**src/design/mpmd_pkg.sv**
```systemverilog
// Shared types, constants and tables of the mean power / maximum demand unit.
package mpmd_pkg;

  localparam int unsigned CHANNELS          = 4;
  localparam int unsigned CH_IDX_W          = (CHANNELS > 1) ? $clog2(CHANNELS) : 1;
  localparam int unsigned INTERVAL_REGS     = 4;
  localparam int unsigned CFG_IDX_W         = 3;

  localparam logic [7:0]  MINUTE_UNSET      = 8'hFF;
  localparam logic [7:0]  MINUTES_PER_HOUR  = 8'd60;
  localparam logic [7:0]  RESYNC_MINUTE_VAL = 8'd1;
  localparam logic [4:0]  RESYNC_HOUR       = 5'd4;
  localparam logic [5:0]  RESYNC_MINUTE     = 6'd1;

  // Divide by 1000 as a shift by 3 then a divide by 125. The shifted value is split at
  // bit 17: 2^17 = 125 * 1048 + 72, and the small remainder goes through a reciprocal.
  localparam int unsigned DIV_PRESHIFT      = 3;
  localparam int unsigned DIV_SPLIT         = 17;
  localparam logic [10:0] SPLIT_QUOT        = 11'd1048;
  localparam logic [6:0]  SPLIT_REM         = 7'd72;
  localparam logic [23:0] RECIP_125         = 24'd8589935;
  localparam int unsigned RECIP_SHIFT       = 30;

  typedef enum logic [CFG_IDX_W-1:0] {
    REG_ENABLE_MASK = 3'd0,
    REG_INTERVAL_0  = 3'd1,
    REG_INTERVAL_1  = 3'd2,
    REG_INTERVAL_2  = 3'd3,
    REG_INTERVAL_3  = 3'd4
  } cfg_reg_t;

  typedef enum logic [1:0] {
    ACT_REPORT,
    ACT_CLEAR,
    ACT_COMPUTE,
    ACT_OUT_OF_RANGE
  } action_t;

  typedef struct packed {
    logic [6:0] year;
    logic [3:0] month;
    logic [4:0] day;
    logic [4:0] hour;
    logic [5:0] minute;
  } stamp_t;

  localparam stamp_t STAMP_CLEAR = '{year: 7'd0, month: 4'd1, day: 5'd1, hour: 5'd0,
                                     minute: 6'd0};

  typedef struct packed {
    logic [1:0]  channel;
    logic        first_of_minute;
    logic [31:0] count;
    logic        clear_max;
    stamp_t      stamp;
  } item_t;

  // One bit per minute counter value, set where the value is a multiple of step.
  function automatic logic [255:0] multiple_mask(input int unsigned step);
    logic [255:0] mask;
    mask = '0;
    for (int unsigned i = 0; i < 256; i += step) begin
      mask[i] = 1'b1;
    end
    return mask;
  endfunction

  localparam logic [255:0] MULT_MASK_5  = multiple_mask(5);
  localparam logic [255:0] MULT_MASK_10 = multiple_mask(10);
  localparam logic [255:0] MULT_MASK_15 = multiple_mask(15);
  localparam logic [255:0] MULT_MASK_20 = multiple_mask(20);
  localparam logic [255:0] MULT_MASK_30 = multiple_mask(30);
  localparam logic [255:0] MULT_MASK_60 = multiple_mask(60);

endpackage

```
**src/design/mean_power_max_demand_unit.sv**
```systemverilog
// Top level of the mean power / maximum demand unit for the energy counter channels.
//
//  channel  | direction | handshake                 | payload
//  ---------+-----------+---------------------------+--------------------------------------
//  cfg      | in        | cfg_valid / cfg_ready     | cfg_index, cfg_data
//  item     | in        | item_valid / item_ready   | channel, count, flags, wall clock
//  result   | out       | result_valid / result_ready | mean, maximum and its time, flags
//
// One transaction per cycle in each direction while the output register is not held full.
// Minute counter and last count are updated in the first stage, scaling and the divide by
// 1000 take three stages, and the mean/maximum stores are updated in the last stage before
// the output register. All stages hold together while the output register is full and not taken.
// Reset is synchronous and clears every store; cfg_ready is always high.
module mean_power_max_demand_unit (
  input  logic                           clk,
  input  logic                           rst,
  input  logic                           cfg_valid,
  output logic                           cfg_ready,
  input  logic [mpmd_pkg::CFG_IDX_W-1:0] cfg_index,
  input  logic [7:0]                     cfg_data,
  input  logic                           item_valid,
  output logic                           item_ready,
  input  logic [1:0]                     channel,
  input  logic                           first_of_minute,
  input  logic [31:0]                    count,
  input  logic                           clear_max,
  input  logic [5:0]                     clock_minute,
  input  logic [4:0]                     clock_hour,
  input  logic [4:0]                     clock_day,
  input  logic [3:0]                     clock_month,
  input  logic [6:0]                     clock_year,
  output logic                           result_valid,
  input  logic                           result_ready,
  output logic [15:0]                    mean_power,
  output logic [15:0]                    max_power,
  output logic [6:0]                     max_year,
  output logic [3:0]                     max_month,
  output logic [4:0]                     max_day,
  output logic [4:0]                     max_hour,
  output logic [5:0]                     max_minute,
  output logic                           new_max,
  output logic                           cleared
);
  import mpmd_pkg::*;

  // configuration
  logic [3:0]  enable_mask;
  logic [7:0]  interval [INTERVAL_REGS];

  // state
  logic [7:0]  minute_counter;
  logic [31:0] last_count [CHANNELS];
  logic [15:0] mean_store [CHANNELS];
  logic [15:0] max_store  [CHANNELS];
  stamp_t      max_stamp  [CHANNELS];

  logic advance;

  // stage registers
  logic                s0_valid;
  item_t               s0_item;
  logic                s1_valid, s2_valid, s3_valid, s4_valid;
  action_t             s1_action, s2_action, s3_action, s4_action;
  logic [CH_IDX_W-1:0] s1_ch, s2_ch, s3_ch, s4_ch;
  stamp_t              s1_stamp, s2_stamp, s3_stamp, s4_stamp;
  logic [31:0]         s1_diff;
  logic [3:0]          s1_mult;
  logic [35:0]         s2_prod;
  logic [15:0]         s3_quot_hi;
  logic [22:0]         s3_rem;
  logic [15:0]         s4_mean;

  assign advance    = !result_valid || result_ready;
  assign item_ready = advance;
  assign cfg_ready  = 1'b1;

  always_ff @(posedge clk) begin
    if (rst) begin
      enable_mask <= '0;
      for (int i = 0; i < INTERVAL_REGS; i++) begin
        interval[i] <= 8'd60;
      end
    end else if (cfg_valid) begin
      unique case (cfg_reg_t'(cfg_index))
        REG_ENABLE_MASK: enable_mask <= cfg_data[3:0];
        REG_INTERVAL_0:  interval[0] <= cfg_data;
        REG_INTERVAL_1:  interval[1] <= cfg_data;
        REG_INTERVAL_2:  interval[2] <= cfg_data;
        REG_INTERVAL_3:  interval[3] <= cfg_data;
        default: ;
      endcase
    end
  end

  // Input register
  always_ff @(posedge clk) begin
    if (rst) begin
      s0_valid <= 1'b0;
    end else if (advance) begin
      s0_valid <= item_valid;
    end
  end

  always_ff @(posedge clk) begin
    if (advance) begin
      s0_item <= '{channel: channel, first_of_minute: first_of_minute, count: count,
                   clear_max: clear_max,
                   stamp: '{year: clock_year, month: clock_month, day: clock_day,
                            hour: clock_hour, minute: clock_minute}};
    end
  end

  // Stage 1: minute counter, priming, interval check and counter difference
  logic [CH_IDX_W-1:0] ch_idx;
  logic                in_range;
  logic [7:0]          minute_inc;
  logic [7:0]          minute_adv;
  logic [7:0]          minute_next;
  logic [7:0]          n;
  logic [3:0]          mult;
  logic                due;
  logic [31:0]         last_cur;
  logic [31:0]         last_next;
  logic                last_we;
  action_t             action;

  assign ch_idx     = CH_IDX_W'(s0_item.channel);
  assign in_range   = 32'(s0_item.channel) < CHANNELS;
  assign minute_inc = minute_counter + 8'd1;
  assign n          = interval[s0_item.channel];
  assign last_cur   = in_range ? last_count[ch_idx] : '0;

  always_comb begin
    if (!s0_item.first_of_minute) begin
      minute_adv = minute_counter;
    end else if (minute_counter == MINUTE_UNSET) begin
      minute_adv = {2'b00, s0_item.stamp.minute};
    end else if (minute_inc >= MINUTES_PER_HOUR) begin
      minute_adv = '0;
    end else begin
      minute_adv = minute_inc;
    end
  end

  // Unlisted intervals run as hourly
  always_comb begin
    case (n)
      8'd5:    begin mult = 4'd12; due = MULT_MASK_5[minute_adv];  end
      8'd10:   begin mult = 4'd6;  due = MULT_MASK_10[minute_adv]; end
      8'd15:   begin mult = 4'd4;  due = MULT_MASK_15[minute_adv]; end
      8'd20:   begin mult = 4'd3;  due = MULT_MASK_20[minute_adv]; end
      8'd30:   begin mult = 4'd2;  due = MULT_MASK_30[minute_adv]; end
      default: begin mult = 4'd1;  due = MULT_MASK_60[minute_adv]; end
    endcase
  end

  always_comb begin
    action      = ACT_REPORT;
    minute_next = minute_adv;
    last_next   = last_cur;
    last_we     = 1'b0;
    if (!in_range) begin
      action = ACT_OUT_OF_RANGE;
    end else if (enable_mask[s0_item.channel]) begin
      if (s0_item.clear_max) begin
        action    = ACT_CLEAR;
        last_next = '0;
        last_we   = 1'b1;
      end else if (n != 8'd0) begin
        if (last_cur == 32'd0) begin
          last_next = s0_item.count;
          last_we   = 1'b1;
        end else begin
          if (due) begin
            if (s0_item.count >= last_cur) begin
              action = ACT_COMPUTE;
            end
            last_next = s0_item.count;
            last_we   = 1'b1;
          end
          // daily resynchronisation
          if (s0_item.stamp.hour == RESYNC_HOUR && s0_item.stamp.minute == RESYNC_MINUTE) begin
            minute_next = RESYNC_MINUTE_VAL;
            last_next   = s0_item.count;
            last_we     = 1'b1;
          end
        end
      end
    end
  end

  always_ff @(posedge clk) begin
    if (rst) begin
      minute_counter <= MINUTE_UNSET;
      for (int i = 0; i < CHANNELS; i++) begin
        last_count[i] <= '0;
      end
    end else if (advance && s0_valid) begin
      minute_counter <= minute_next;
      if (last_we) begin
        last_count[ch_idx] <= last_next;
      end
    end
  end

  // Pipeline valid bits
  always_ff @(posedge clk) begin
    if (rst) begin
      s1_valid <= 1'b0;
      s2_valid <= 1'b0;
      s3_valid <= 1'b0;
      s4_valid <= 1'b0;
    end else if (advance) begin
      s1_valid <= s0_valid;
      s2_valid <= s1_valid;
      s3_valid <= s2_valid;
      s4_valid <= s3_valid;
    end
  end

  // Stages 2 to 4: scale by 60/n and divide by 1000
  logic [32:0] shifted;
  logic [15:0] split_hi;
  logic [16:0] split_lo;
  logic [31:0] quot_hi_full;
  logic [22:0] rem_next;
  logic [46:0] recip_prod;
  logic [15:0] quot_lo;

  assign shifted      = s2_prod[35:DIV_PRESHIFT];
  assign split_hi     = shifted[32:DIV_SPLIT];
  assign split_lo     = shifted[DIV_SPLIT-1:0];
  assign quot_hi_full = 32'(split_hi) * 32'(SPLIT_QUOT);
  assign rem_next     = 23'(23'(split_hi) * 23'(SPLIT_REM)) + 23'(split_lo);
  assign recip_prod   = 47'(s3_rem) * 47'(RECIP_125);
  assign quot_lo      = recip_prod[RECIP_SHIFT+15:RECIP_SHIFT];

  always_ff @(posedge clk) begin
    if (advance) begin
      s1_action  <= action;
      s1_ch      <= ch_idx;
      s1_stamp   <= s0_item.stamp;
      s1_diff    <= s0_item.count - last_cur;
      s1_mult    <= mult;

      s2_action  <= s1_action;
      s2_ch      <= s1_ch;
      s2_stamp   <= s1_stamp;
      s2_prod    <= 36'(s1_diff) * 36'(s1_mult);

      s3_action  <= s2_action;
      s3_ch      <= s2_ch;
      s3_stamp   <= s2_stamp;
      s3_quot_hi <= quot_hi_full[15:0];
      s3_rem     <= rem_next;

      s4_action  <= s3_action;
      s4_ch      <= s3_ch;
      s4_stamp   <= s3_stamp;
      s4_mean    <= s3_quot_hi + quot_lo;
    end
  end

  // Stage 5: mean and maximum stores, result register
  logic [15:0] mean_new;
  logic [15:0] max_new;
  stamp_t      stamp_new;
  logic        store_we;
  logic        new_max_flag;
  logic        cleared_flag;

  always_comb begin
    mean_new     = mean_store[s4_ch];
    max_new      = max_store[s4_ch];
    stamp_new    = max_stamp[s4_ch];
    store_we     = 1'b0;
    new_max_flag = 1'b0;
    cleared_flag = 1'b0;
    case (s4_action)
      ACT_CLEAR: begin
        mean_new     = '0;
        max_new      = '0;
        stamp_new    = STAMP_CLEAR;
        store_we     = 1'b1;
        cleared_flag = 1'b1;
      end
      ACT_COMPUTE: begin
        mean_new = s4_mean;
        store_we = 1'b1;
        if (s4_mean > max_store[s4_ch]) begin
          max_new      = s4_mean;
          stamp_new    = s4_stamp;
          new_max_flag = 1'b1;
        end
      end
      ACT_OUT_OF_RANGE: begin
        mean_new  = '0;
        max_new   = '0;
        stamp_new = STAMP_CLEAR;
      end
      default: ;
    endcase
  end

  always_ff @(posedge clk) begin
    if (rst) begin
      for (int i = 0; i < CHANNELS; i++) begin
        mean_store[i] <= '0;
        max_store[i]  <= '0;
        max_stamp[i]  <= STAMP_CLEAR;
      end
    end else if (advance && s4_valid && store_we) begin
      mean_store[s4_ch] <= mean_new;
      max_store[s4_ch]  <= max_new;
      max_stamp[s4_ch]  <= stamp_new;
    end
  end

  always_ff @(posedge clk) begin
    if (rst) begin
      result_valid <= 1'b0;
    end else if (advance) begin
      result_valid <= s4_valid;
    end
  end

  always_ff @(posedge clk) begin
    if (advance) begin
      mean_power <= mean_new;
      max_power  <= max_new;
      max_year   <= stamp_new.year;
      max_month  <= stamp_new.month;
      max_day    <= stamp_new.day;
      max_hour   <= stamp_new.hour;
      max_minute <= stamp_new.minute;
      new_max    <= new_max_flag;
      cleared    <= cleared_flag;
    end
  end

endmodule

```
**config.mk**
```make
export PLATFORM = sky130hd
export DESIGN_NAME = mean_power_max_demand_unit
export DESIGN_NICKNAME = d
export VERILOG_FILES = /design/src/design/mpmd_pkg.sv /design/src/design/mean_power_max_demand_unit.sv
export SDC_FILE = /design/constraint.sdc
export NUM_CORES = 2
export LEC_CHECK = 0
export BUFFER_PORTS_ARGS = -buffer_cell sky130_fd_sc_hd__buf_2
export CORE_ASPECT_RATIO = 0.8
export CORE_MARGIN = 3
export CORE_UTILIZATION = 60
export CTS_CLUSTER_SIZE = 14
export DETAILED_ROUTE_END_ITERATION = 7
export PLACE_DENSITY = 0.78
export REMOVE_ABC_BUFFERS = 1
export SLEW_MARGIN = 10
export SYNTH_ARGS = -nofsm -noshare
export SYNTH_HDL_FRONTEND = slang
export SYNTH_SLANG_ARGS = --single-unit
export TNS_END_PERCENT = 50
```
**constraint.sdc**
```tcl
create_clock -name clk -period 28.3 [get_ports clk]
set_clock_uncertainty 0.2 [all_clocks]
set_input_delay 5.66 -clock clk [delete_from_list [all_inputs] [get_ports clk]]
set_output_delay 5.66 -clock clk [all_outputs]
set_load 0.03 [all_outputs]
```
# Yosys cells after proc, flatten, opt, wreduce, memory -nomap -nowiden
# Memory sizes are Yosys's and may differ from the RTL's. A register that Yosys moved wholly into a read port is not among the register bits.
# Index checks and enable logic that the tools add are counted.
op_classes:
  n_bitwise: 7
  multipliers: 4
  muxes: 89
  n_eq_ne: 15
  reduce_logical: 17
  n_addsub: 4
  n_lt_le_gt_ge: 5
ops:
  columns: ["op", "count"]
  rows:
  - ["$mux 32", 7]
  - ["$mux 8", 12]
  - ["$pmux 16 s2", 2]
  - ["$mux 27", 2]
  - ["$pmux 27 s2", 1]
  - ["$mux 1", 49]
  - ["$mux 16", 3]
  - ["$mul 23x24->46 const B", 1]
  - ["$mul 32x4->36", 1]
  - ["$ge 32x32->1", 1]
  - ["$logic_not 32->1", 1]
  - ["$reduce_or 16->1", 2]
  - ["$reduce_or 32->1", 1]
  - ["$sub 32x32->32", 1]
  - ["$reduce_or 27->1", 1]
  - ["$add 23x17->23", 1]
  - ["$mul 16x4->20 const B", 1]
  - ["$mux 2", 10]
  - ["$pmux 4 s5", 1]
  - ["$add 16x16->16", 1]
  - ["$eq 8x4->1 const B", 2]
  - ["$eq 8x5->1 const B", 2]
  - ["$gt 16x16->1", 1]
  - ["$mul 16x8->13 const B", 1]
  - ["25 further kinds", 36]
totals:
  output_inout_bits: 64
  wordCells: 213
  ram_bits: 396
  reg_bits: 390
  n_memories: 11
  inputBits: 79
  rom_bits: 1536
mem_list:
  columns: ["name", "depth", "width", "rd", "rd_clocked_by_memory_dff", "write_ports", "line", "text"]
  rows:
  - ["(name not given)", 256, 1, 1, 0, 0, "mean_power_max_demand_unit.sv:153", "default: begin mult = 4'd1; due = MULT_MASK_60[minute_adv]; end"]
  - ["(name not given)", 256, 1, 1, 0, 0, "mean_power_max_demand_unit.sv:152", "8'd30: begin mult = 4'd2; due = MULT_MASK_30[minute_adv]; end"]
  - ["(name not given)", 256, 1, 1, 0, 0, "mean_power_max_demand_unit.sv:151", "8'd20: begin mult = 4'd3; due = MULT_MASK_20[minute_adv]; end"]
  - ["(name not given)", 256, 1, 1, 0, 0, "mean_power_max_demand_unit.sv:150", "8'd15: begin mult = 4'd4; due = MULT_MASK_15[minute_adv]; end"]
  - ["(name not given)", 256, 1, 1, 0, 0, "mean_power_max_demand_unit.sv:149", "8'd10: begin mult = 4'd6; due = MULT_MASK_10[minute_adv]; end"]
  - ["(name not given)", 256, 1, 1, 0, 0, "mean_power_max_demand_unit.sv:148", "8'd5: begin mult = 4'd12; due = MULT_MASK_5[minute_adv]; end"]
  - ["5 more memories", null, null, null, null, null, null, null]

# Depth between registers and ports, before layout
depth:
  ltp_word: 20
  depth_mapped: 40
  mapped_depth_nobuf: 40

# Least setup slack after synthesis
# No wires, ideal clock.
synth_timing:
  path_kind: "in2out"
  startpoint: "input result_ready"
  endpoint: "output item_ready"
  t_arrival_ps: 16346
  required_ps: 22440
  cell_stages: 4
  setup_slack_ps: 6094
  path_cell_list: "nor2b_1 > clkbuf_1 > inv_1 > clkbuf_1"
synth_between:
  elab_chain_len: 1
synth_lines:
  columns: ["element", "line", "text"]
  rows:
  - ["start, declared", "mean_power_max_demand_unit.sv:33", "input logic result_ready,"]
  - ["$logic_or 1x1->1", "mean_power_max_demand_unit.sv:73", "assign advance = !result_valid || result_ready;"]
  - ["end, declared", "mean_power_max_demand_unit.sv:22", "output logic item_ready,"]
# No other way between the ends.

# Worst setup path in the final report
# Same ends and word-level chain as after synthesis.

==> flow_summary.json <==
{
  "status": "completed",
  "regToRegEndpoint": "s4_mean[15]",
  "cp-end-kind": "output pin",
  "cp_max_fo": 109,
  "place.gp.congestion": 0.9127,
  "timing_worst_setup_path_type": "primary input to output pin",
  "placement_rows": 91,
  "layout.filler_cells": 5550,
  "worst_r2r_path_depth": 36,
  "max_freq_mhz": 76.49,
  "yosys.cell_count.top_type": "sky130_fd_sc_hd__edfxtp_1",
  "tmin_final_ns": 13.07,
  "via_count": 29620,
  "cp_data_required_time_ns": 22.44,
  "ys_seq_elements": 787,
  "first_iter_violations": 2958,
  "die_x_um": 320.2,
  "hold_end": "s3_stamp[2]",
  "final_layout_size_suffix_gt1_share_pct": 10.66,
  "timing.hold.worst.class": "register to register",
  "antenna_cells": 0,
  "synthDominantAreaCellType": "sky130_fd_sc_hd__edfxtp_1",
  "tritoncts": "done",
  "slack_of_the_worst_reg_to_reg_path_ns": 18.59,
  "min_from": "s2_stamp[2]",
  "drc": 0,
  "post_drt_via_cell_ratio": 5.889,
  "dp_hpwl_um": 68940,
  "areaGrowthSynthToFinish_pct": 8.864,
  "numCtsBuffers": 77,
  "yosysWarnings": 0,
  "global_route_usage_over_all_layers_pct": 24.01,
  "min_delay_path_depth": 0,
  "clock_path_buffers": 3,
  "drv.max_cap_violation_count": 0,
  "unrepaired_setup_endpoints_after_global_routing": "no",
  "largest_net_degree_at_the_start_of_global_routing": 159,
  "rr_startpoint": "s3_rem[20]",
  "cts_hold_buffers": 0,
  "detail_route.wl_per_cell_um": 19.42,
  "finalHoldViolCount": 0,
  "design.die.area_um2": 82430,
  "timing.final.max_slew_violations": 0,
  "timing.critical_path.arrival_ns": 7.21,
  "synth_top_area_share_pct": 48.47,
  "grt-ovfl-total": 0,
  "tcrit_tclk_final_pct": 46.19,
  "ctsRootBufferMaster": "sky130_fd_sc_hd__clkbuf_16",
  "worst_slew_margin_rel_pct": 23.28,
  "path_clk_slew_ns": 0.06,
  "synth-edff-count": 765,
  "syn_avg_cell_area_um2": 12.39,
  "place.port_buffers": 141,
  "layout.nets": 4660,
  "synth_top_cells_by_count": "765 x sky130_fd_sc_hd__edfxtp_1, 497 x sky130_fd_sc_hd__inv_1, 413 x sky130_fd_sc_hd__ha_1",
  "clock_insertion_delay_worst_skew_ns": 0.65,
  "detailedRoute.firstPassIterationCount": 5,
  "start_kind": "primary input",
  "postSynth.topFlopCell": "sky130_fd_sc_hd__edfxtp_1",
  "die_h_um": 257.4,
  "setup-tns-final_ns": 0,
  "post_cts_resize_count": 0,
  "synthesis.area_um2": 47400,
  "postSynth.asyncResetShare_pct": 0,
  "first_global_vias": 29900,
  "wl_um": 97670,
  "worst_pin_slew_ns": 1.148,
  "drtAntennaViolNets": 0,
  "tritoncts_num_sinks": 787,
  "synth_cell_types": 88,
  "syn-instance-count": 3825,
  "design.portCount": 143,
  "initial_utilization_pct": 61.04,
  "antenna_found_initial": 1,
  "setup_viol_count_final": 0,
  "clock_tree.htree_level_count": 3,
  "synth-seq-area-share_pct": 49.40,
  "cts_setup_buffers": 0,
  "post_synth_main_area_contributors": "sky130_fd_sc_hd__edfxtp_1 48%, sky130_fd_sc_hd__ha_1 11%, sky130_fd_sc_hd__fa_1 9.4%",
  "grt_pass1_wl_um": 157500,
  "placeableCoreArea_um2": 77650
}
## kinds of logic after synthesis
kind of cell,after synthesis,share of synthesized area [%]
AOI/OAI and AO/OA,575,7.779
xor gates and xnor gates,119,2.215
adders and majority gates,636,20.32
buffers and inverters,633,5.285
DFF,787,49.40
muxes,175,6.262
other,1,0.007912
and+or+nand+nor,899,8.735
## metrics by stage
step	hold slack (ns)	std cells	util (%)	setup slack (ns)	cell area, µm²
6_report	0.2067	5029	66.45	15.23	51600
5_1_grt	0.2110	5029	66.45	15.07	51600
4_1_cts	0.2026	5029	66.45	15.20	51600
3_5_place_dp	0.2045	4889	63.22	15.19	49090
3_3_place_gp	0.2006	4889	63.22	15.25	49090
2_1_floorplan	0.2003	3689	-	9.242	46760
## metal layers
layer / wire, µm / part of all wire (%) / track usage (%)
met1: 41530 / 43 / 33.84
met2: 45430 / 47 / 37.84
met3: 8096 / 8.3 / 5.308
met4: 2606 / 2.7 / 7.114
met5: 13 / 0.013 / 0
## how the worst max path moves through the flow
| stage | start | endpoint | slack (ns) | cells after the start |
|---|---|---|---|---|
| after detailed placement | result_ready | item_ready | 15.19 | 4 |
| final | result_ready | item_ready | 15.23 | 4 |
| after CTS | result_ready | item_ready | 15.20 | 4 |
| after global placement | result_ready | item_ready | 15.25 | 4 |
| after global routing | result_ready | item_ready | 15.07 | 4 |
| after floorplan | result_ready | item_ready | 9.24 | 2 |
## flip-flops by register name, indices dropped and copies added (netlist names), 32 cells and up, named ones only
signal      cells
interval       32
last_count    128
max_stamp     108
max_store      64
mean_store     64
s0_item        61
s1_diff        32
s2_prod        33
## worst max-delay path: stages
cell and delay, ns:
sky130_fd_sc_hd__buf_2 0.11, sky130_fd_sc_hd__nor2b_1 0.66, sky130_fd_sc_hd__inv_8 0.45, sky130_fd_sc_hd__buf_2 0.32
## final cells by class
cell class	count	area [µm²]	area share, %
Multi-Input combinational cell	2405	21530	41.73
Inverter	497	1873	3.630
Clock inverter	44	435.4	0.8438
Sequential cell	787	23420	45.39
Timing Repair Buffer	177	988.4	1.916
Clock buffer	96	2071	4.013
Tap cell	1023	1280	2.481
## layout by cell type, fill, tap and decap left out, types with 27 or more instances in the layout
master	n
sky130_fd_sc_hd__a21o_1	49
sky130_fd_sc_hd__a21oi_1	246
sky130_fd_sc_hd__and2_1	62
sky130_fd_sc_hd__buf_2	141
sky130_fd_sc_hd__buf_4	35
sky130_fd_sc_hd__clkbuf_16	79
sky130_fd_sc_hd__edfxtp_1	765
sky130_fd_sc_hd__fa_1	223
sky130_fd_sc_hd__ha_1	413
sky130_fd_sc_hd__inv_1	496
sky130_fd_sc_hd__mux2i_1	76
sky130_fd_sc_hd__mux4_2	96
sky130_fd_sc_hd__nand2_1	202
sky130_fd_sc_hd__nand2b_1	28
sky130_fd_sc_hd__nand3_1	35
sky130_fd_sc_hd__nor2_1	372
sky130_fd_sc_hd__nor3_1	48
sky130_fd_sc_hd__o21a_1	27
sky130_fd_sc_hd__o21ai_0	72
sky130_fd_sc_hd__xnor2_1	86
sky130_fd_sc_hd__xor2_1	32
Power is left out: the tool's default activity adds up to more than one toggle a clock period on the data nets, which glitch-free logic cannot reach.
